==> src/rtl/heap_sort_engine_core_assert.svh <==
// Assertion macros for the sorting engine.
// Used by heap_sort_engine_core; expects clk and rst_n in scope.
`ifndef HEAP_SORT_ENGINE_CORE_ASSERT_SVH
`define HEAP_SORT_ENGINE_CORE_ASSERT_SVH

// The consequent must hold in the same cycle as the antecedent.
`define HSE_ASSERT_SAME(label, ante, cons, msg) \
    label: assert property (@(posedge clk) disable iff (!rst_n) (ante) |-> (cons)) \
        else $error(msg);

// The consequent must hold in the cycle after the antecedent.
`define HSE_ASSERT_NEXT(label, ante, cons, msg) \
    label: assert property (@(posedge clk) disable iff (!rst_n) (ante) |=> (cons)) \
        else $error(msg);

`endif

==> src/rtl/hse_pkg.sv <==
// Shared constants and types for the sorting engine.
// No dependencies; imported by hse_cell and heap_sort_engine_core.
package hse_pkg;

    localparam int CAPACITY_DEF    = 64;
    localparam int VALUE_WIDTH_DEF = 32;

    typedef enum logic [2:0] {
        ST_LOAD  = 3'b001,
        ST_DRAIN = 3'b010,
        ST_EMIT  = 3'b100
    } hse_state_t;

endpackage

==> src/rtl/hse_cell.sv <==
// One cell of the sorting chain: keeps the smaller value, passes the larger on.
// Depends on hse_pkg.
module hse_cell
    import hse_pkg::*;
#(
    parameter int VALUE_WIDTH = VALUE_WIDTH_DEF
)
(
    input  logic                   clk,
    input  logic                   rst_n,
    input  logic                   in_valid,
    input  logic [VALUE_WIDTH-1:0] in_value,
    output logic                   pass_valid,
    output logic [VALUE_WIDTH-1:0] pass_value,
    input  logic                   shift_en,
    input  logic                   shift_valid,
    input  logic [VALUE_WIDTH-1:0] shift_value,
    output logic                   held_valid,
    output logic [VALUE_WIDTH-1:0] held_value
);

    logic                   held_valid_reg;
    logic                   held_valid_next;
    logic [VALUE_WIDTH-1:0] held_value_reg;
    logic [VALUE_WIDTH-1:0] held_value_next;
    logic                   pass_valid_reg;
    logic                   pass_valid_next;
    logic [VALUE_WIDTH-1:0] pass_value_reg;
    logic [VALUE_WIDTH-1:0] pass_value_next;

    always_comb
    begin
        held_valid_next = held_valid_reg;
        held_value_next = held_value_reg;
        pass_valid_next = 1'b0;
        pass_value_next = in_value;
        if (shift_en)
        begin
            held_valid_next = shift_valid;
            held_value_next = shift_value;
        end
        else if (in_valid)
        begin
            if (!held_valid_reg)
            begin
                held_valid_next = 1'b1;
                held_value_next = in_value;
            end
            else if ($signed(in_value) < $signed(held_value_reg))
            begin
                held_value_next = in_value;
                pass_valid_next = 1'b1;
                pass_value_next = held_value_reg;
            end
            else
            begin
                pass_valid_next = 1'b1;
            end
        end
    end

    always_ff @(posedge clk or negedge rst_n)
    begin
        if (!rst_n)
        begin
            held_valid_reg <= 1'b0;
            pass_valid_reg <= 1'b0;
        end
        else
        begin
            held_valid_reg <= held_valid_next;
            pass_valid_reg <= pass_valid_next;
        end
    end

    always_ff @(posedge clk)
    begin
        held_value_reg <= held_value_next;
        pass_value_reg <= pass_value_next;
    end

    assign held_valid = held_valid_reg;
    assign held_value = held_value_reg;
    assign pass_valid = pass_valid_reg;
    assign pass_value = pass_value_reg;

endmodule

==> config.mk <==
export PLATFORM = sky130hd
export DESIGN_NAME = hse_cell
export DESIGN_NICKNAME = d
export VERILOG_FILES = /design/src/rtl/heap_sort_engine_core_assert.svh /design/src/rtl/hse_pkg.sv /design/src/rtl/hse_cell.sv
export SDC_FILE = /design/constraint.sdc
export NUM_CORES = 1
export LEC_CHECK = 0
export ABC_AREA = 1
export BUFFER_PORTS_ARGS = -buffer_cell sky130_fd_sc_hd__buf_2
export CAP_MARGIN = 40
export CORE_ASPECT_RATIO = 1.1
export CORE_MARGIN = 2
export CORE_UTILIZATION = 49
export CTS_CLUSTER_DIAMETER = 60
export DETAILED_ROUTE_END_ITERATION = 8
export GPL_ROUTABILITY_DRIVEN = 0
export PLACE_DENSITY = 0.8
export SLEW_MARGIN = 20
export SYNTH_ARGS = -nofsm -noshare
export SYNTH_HDL_FRONTEND = slang
export SYNTH_SLANG_ARGS = --single-unit
==> constraint.sdc <==
create_clock -name clk -period 3.22 [get_ports clk]
set_input_delay 0.644 -clock clk [delete_from_list [all_inputs] [get_ports clk]]
set_output_delay 0.644 -clock clk [all_outputs]
set_load 0.01 [all_outputs]
## Yosys cells after proc, flatten, opt, wreduce, memory -nomap -nowiden

Index checks and enable logic that the tools add are counted.

- Equality and inequality tests: 1
- $lt $le $gt $ge: 1
- Reductions and logical operators: 2
- Mux-type cells: 13

Operators with widths:

| operator | number |
|---|---|
| 32-bit 2-to-1 mux | 8 |
| 32-bit < comparator | 1 |
| 1-bit 2-to-1 mux | 5 |
| 3-bit by 2-bit != test with 1-bit output (second input constant) | 1 |
| 2-bit AND reduction | 1 |
| 2-bit nonzero test | 1 |

- Bits of input ports: 69
- Logic and storage cells: 21
- Bits in registers: 66

## Depth between registers and ports, before layout

- Depth in word-level cells: 5
- Mapped depth: 17
- Mapped depth without buffers: 17

## Worst setup path after synthesis

OpenSTA, ideal clock, no wires.

- Path type: in2reg
- From: input in_value[5]
- To: register held_value_reg[0] (netlist: held_value[0]), enable pin
- Arrival: 2.401 ns
- Required time: 2.833 ns
- Stages on the path: 14
- Slack: 0.433 ns
- Setup time: 0.387 ns
- Cell sequence: ha_1 > a21oi_1 > nor2_1 > nor3_1 > nand2_1 > nand2_1 > nand2_1 > nand2_1 > nand2_1 > nand2_2 > nand2_1 > nand2_1 > nand2_1 > inv_1

- Longest elaborated chain between the ends: 3

RTL lines:

| item | RTL line | RTL |
|---|---|---|
| start: declaration | hse_cell.sv:12 | `input logic [VALUE_WIDTH-1:0] in_value,` |
| 32-bit < comparator | hse_cell.sv:49 | `else if ($signed(in_value) < $signed(held_value_reg))` |
| 3-bit by 2-bit != test with 1-bit output (no source line) | -- |  |
| 2-bit AND reduction (no source line) | -- |  |
| end signal: assignment | hse_cell.sv:78 | `held_value_reg <= held_value_next;` |
| end: declaration | hse_cell.sv:24 | `logic [VALUE_WIDTH-1:0] held_value_reg;` |

Every way passes these cells.
A chain may end at the register's enable or synchronous reset.

## Final worst setup path

- From: register held_value_reg[5] (netlist: held_value[5])
- To: register held_value_reg[20] (netlist: held_value[20]), enable pin

- Longest elaborated chain between the ends: 3

RTL lines:

| item | RTL line |
|---|---|
| 32-bit < comparator | hse_cell.sv:49 |
| 3-bit by 2-bit != test with 1-bit output (no source line) | -- |
| 2-bit AND reduction (no source line) | -- |

Every way passes these cells.

==> results.txt <==
The final standard cell utilization of the core came out at 63.0%. The total congestion overflow after global routing came out at 0. The net count of the finished layout is 660. The total setup violations reported at the end of the flow came out at 0. The die is 84.0 um wide. The count of nets left with antenna violations once routing finished came out at 0. The share of post-route cells with drive strength above 1 came out at 28.3%.

The number of port buffers came out at 134. The average size of a mapped cell is 8.09 um^2. The repair_antennas step left the layout with diodes totalling 0. The total die area came out at 7730 um^2. Setup repair after global routing left no endpoint under its margin. The area added between synthesis and finish came out at 26.6%. The critical path data required time came out at 3.25 ns. The number of top-level pins is 135.

The wire length of the first global-routing pass is 14,400 um. The signal on the critical path passes through inv_1 -> ha_1 -> a21oi_1 -> nor2_1 -> nor3_1 -> nand2_1 -> nand2_1 -> nand2_1 -> nand2_1 -> nand2_1 -> nand2_2 -> nand2_1 -> nand2_1 -> nand2_1 -> inv_1 -> buf_12. The overall routing resource usage came out at 23.4%.

The share of the clock period used by the worst path came out at 79.0%. The hold violation count in the final report came out at 0. The power density over the cells came out at 520 nW/um^2. The DRC violation count after routing is 0. In this run the worst hold path is classified as in2async. Once the clock tree was built, the resizer swapped 0 gates to a different size. The achievable clock frequency came out at 0.393 GHz. Entering global routing, the biggest net connects 38 pins. The CTS tree is yes. The starting utilization of the core area came out at 49.8%. The final critical path time including I/O delays and setup is 2.54 ns. The number of buffers inserted to repair setup after CTS came out at 0.

The post-synth design cell area came out at 3450 um^2. The clock-pin slew reported for the worst setup and hold paths after clock tree synthesis came out at 0.07 ns. The final number of max-transition violations came out at 0. The clock latency reported for the late side of the worst-skew pair is 0.34 ns. The depth of the CTS H-tree came out at 3.

Adding up every negative setup slack in the final design gives 0 ns. The floorplan has 32 rows. The number of buffers added by the clock tree synthesis step came out at 9.

The number of synthesized flops with an enable pin came out at 32. The finished cells cover 4370 um^2. The initial antenna violation count came out at 0. The first TritonRoute pass finished after 4 iterations. The worst hold slack came out at 0.0784 ns. The worst-path cell with the longest stage delay is edfxtp_1. The number of cells produced by synthesis is 426. The flow ran to the end, and the final reports show no timing, DRC or antenna violations. Counting flops and latches in the post-synthesis netlist gives 66. The maximum clock insertion buffer count is 2.

The final-layout fill cell count is 616. In this run, the number of DRC markers left after iteration 0 of detailed routing was 156. The worst setup path is captured at a register. Grouping stages by cell kind, the critical path spends the most delay in simple AND/OR/NAND/NOR gates. The leakage dissipation is 2.45 nW. At the pin with the least slew margin, the transition time is 0.409 ns. The tool flagged a number of max-cap violations equal to 0. The root buffer cell chosen for the clock tree is clkbuf_8.

Together, buffers and inverters on the worst path number 3. The total wire length is 8950 um. Of the synthesized area, sequential elements account for 47.9%.

In the synthesized netlist the dominant register cell turns out to be edfxtp_1. The half-perimeter wire length after detailed placement is 6370 um. The total number of vias came out at 3,305. The clock sink count came out at 66. Measured along the y axis, the die boundary spans 92.0 um. The core box area is 6930 um^2.

The overall power after layout is 2.27 mW. The post-route clock skew came out at 0.00967 ns. The headroom to the max-slew limit came out at 72.7%. VDD sags by at most 282 uV. By startpoint and endpoint, the worst setup path is classified as reg2reg. The average via count per standard cell is 5.08.

The synthesis warning total is 0. The signal arrival time at the worst endpoint is 2.57 ns. The post-synthesis cell type count is 20. The cell that appears most often on the critical path is nand2_1. The share of synthesized registers carrying an async set or reset came out at 3.03%.

The number of nets handed over by synthesis was 526. The quantity of hold-fixing buffers added after cts is 0. The instance area at placement came out at 4200 um^2. The number of global-route vias before repair came out at 3,203.

The startpoint class of the critical path is a register. Of all nets on the critical path, the largest fanout is 32. The delay of the slowest cell on the worst path is 0.42 ns. After detailed routing, the average wire length per cell comes to 13.8 um.
==> synth_stat cells (3+ instances only) <==
cell type    n  area [um^2]
clkbuf_1    10         37.5
edfxtp_1    32          961
nand2_1    190          713
nor2_1       9         33.8
nand4_1     32          200
a21oi_1     14         70.1
inv_1       46          173
ha_1        31          388
o21ai_0      9         45.0
buf_2        6         30.0
dfxtp_1     32          641
buf_6        3         33.8
==> cell usage in the layout (no fill, tap or decap) <==
master    count
a21oi_1      14
a21oi_2       1
buf_12        1
buf_2       134
buf_4         7
clkbuf_1      3
clkbuf_8     10
clkinv_2      3
dfrtp_1       2
dfxtp_1      32
edfxtp_1     32
ha_1         31
inv_1        46
nand2_1     190
nand2_2       1
nand3_1       2
nand3_2       2
nand4_1      32
nor2_1        9
nor3_1        2
nor3_4        1
o21a_1        1
o21ai_0       9
==> power by group <==
part,internal (mW),total (mW),switching [mW]
Sequential,1.00,1.06,0.0548
Clock,0.298,0.604,0.306
Combinational,0.230,0.607,0.377
Total,1.53,2.27,0.738
==> metrics by stage <==
stage          setup WS, ns  instances
6_report              0.675        650
5_1_grt               0.430        650
4_1_cts               0.697        650
3_5_place_dp          0.351        634
3_3_place_gp          0.383        634
2_1_floorplan         0.433        426
==> worst register-to-register path, cell delays in order (launching register included) <==
cell and delay, ns:
edfxtp_1 0.42, inv_1 0.08, ha_1 0.23, a21oi_1 0.16, nor2_1 0.06, nor3_1 0.14
nand2_1 0.08, nand2_1 0.06, nand2_1 0.05, nand2_1 0.09, nand2_1 0.09, nand2_2 0.27
nand2_1 0.09, nand2_1 0.07, nand2_1 0.04, inv_1 0.08, buf_12 0.22
==> metal layers <==
layer	track usage (%)	wire length, um	vias to the layer above
met4	9.95	133	0
met5	0	0	-
li1	-	-	1648
met3	3.87	571	12
met1	28.1	3640	1520
met2	41.5	4600	125
==> final timing paths <==
kind                          startpoint             end  cells past startpoint  slack [ns]
max                        held_value[5]  held_value[20]                     16        0.68
min                                rst_n      pass_valid                      1        0.08
max reg2reg                held_value[5]  held_value[20]                     16        0.68
min reg2reg                held_value[0]   pass_value[0]                      2        0.54
max in group asynchronous          rst_n      held_valid                      1        3.05
min in group clk             in_value[0]   pass_value[0]                      3        0.51
==> area by class of cell <==
class | count | area, um^2 | area share [%]
Multi-Input combinational cell | 295 | 1530 | 35.0
Sequential cell | 66 | 1650 | 37.8
Clock inverter | 3 | 15.0 | 0.344
Inverter | 46 | 173 | 3.95
Tap cell | 85 | 106 | 2.44
Timing Repair Buffer | 142 | 743 | 17.0
Clock buffer | 13 | 149 | 3.41
==> kinds of logic (layout without fill, tap and decap cells) <==
logic type / Yosys count / count (layout) / share of synthesized area, %
compound gates: 25 / 25 / 3.81
fa+ha+maj: 31 / 31 / 11.2
buf+inv: 65 / 204 / 7.95
flops: 66 / 66 / 47.9
simple gates: 239 / 239 / 29.1
No activity file was read; power rests on OpenSTA's default activity.
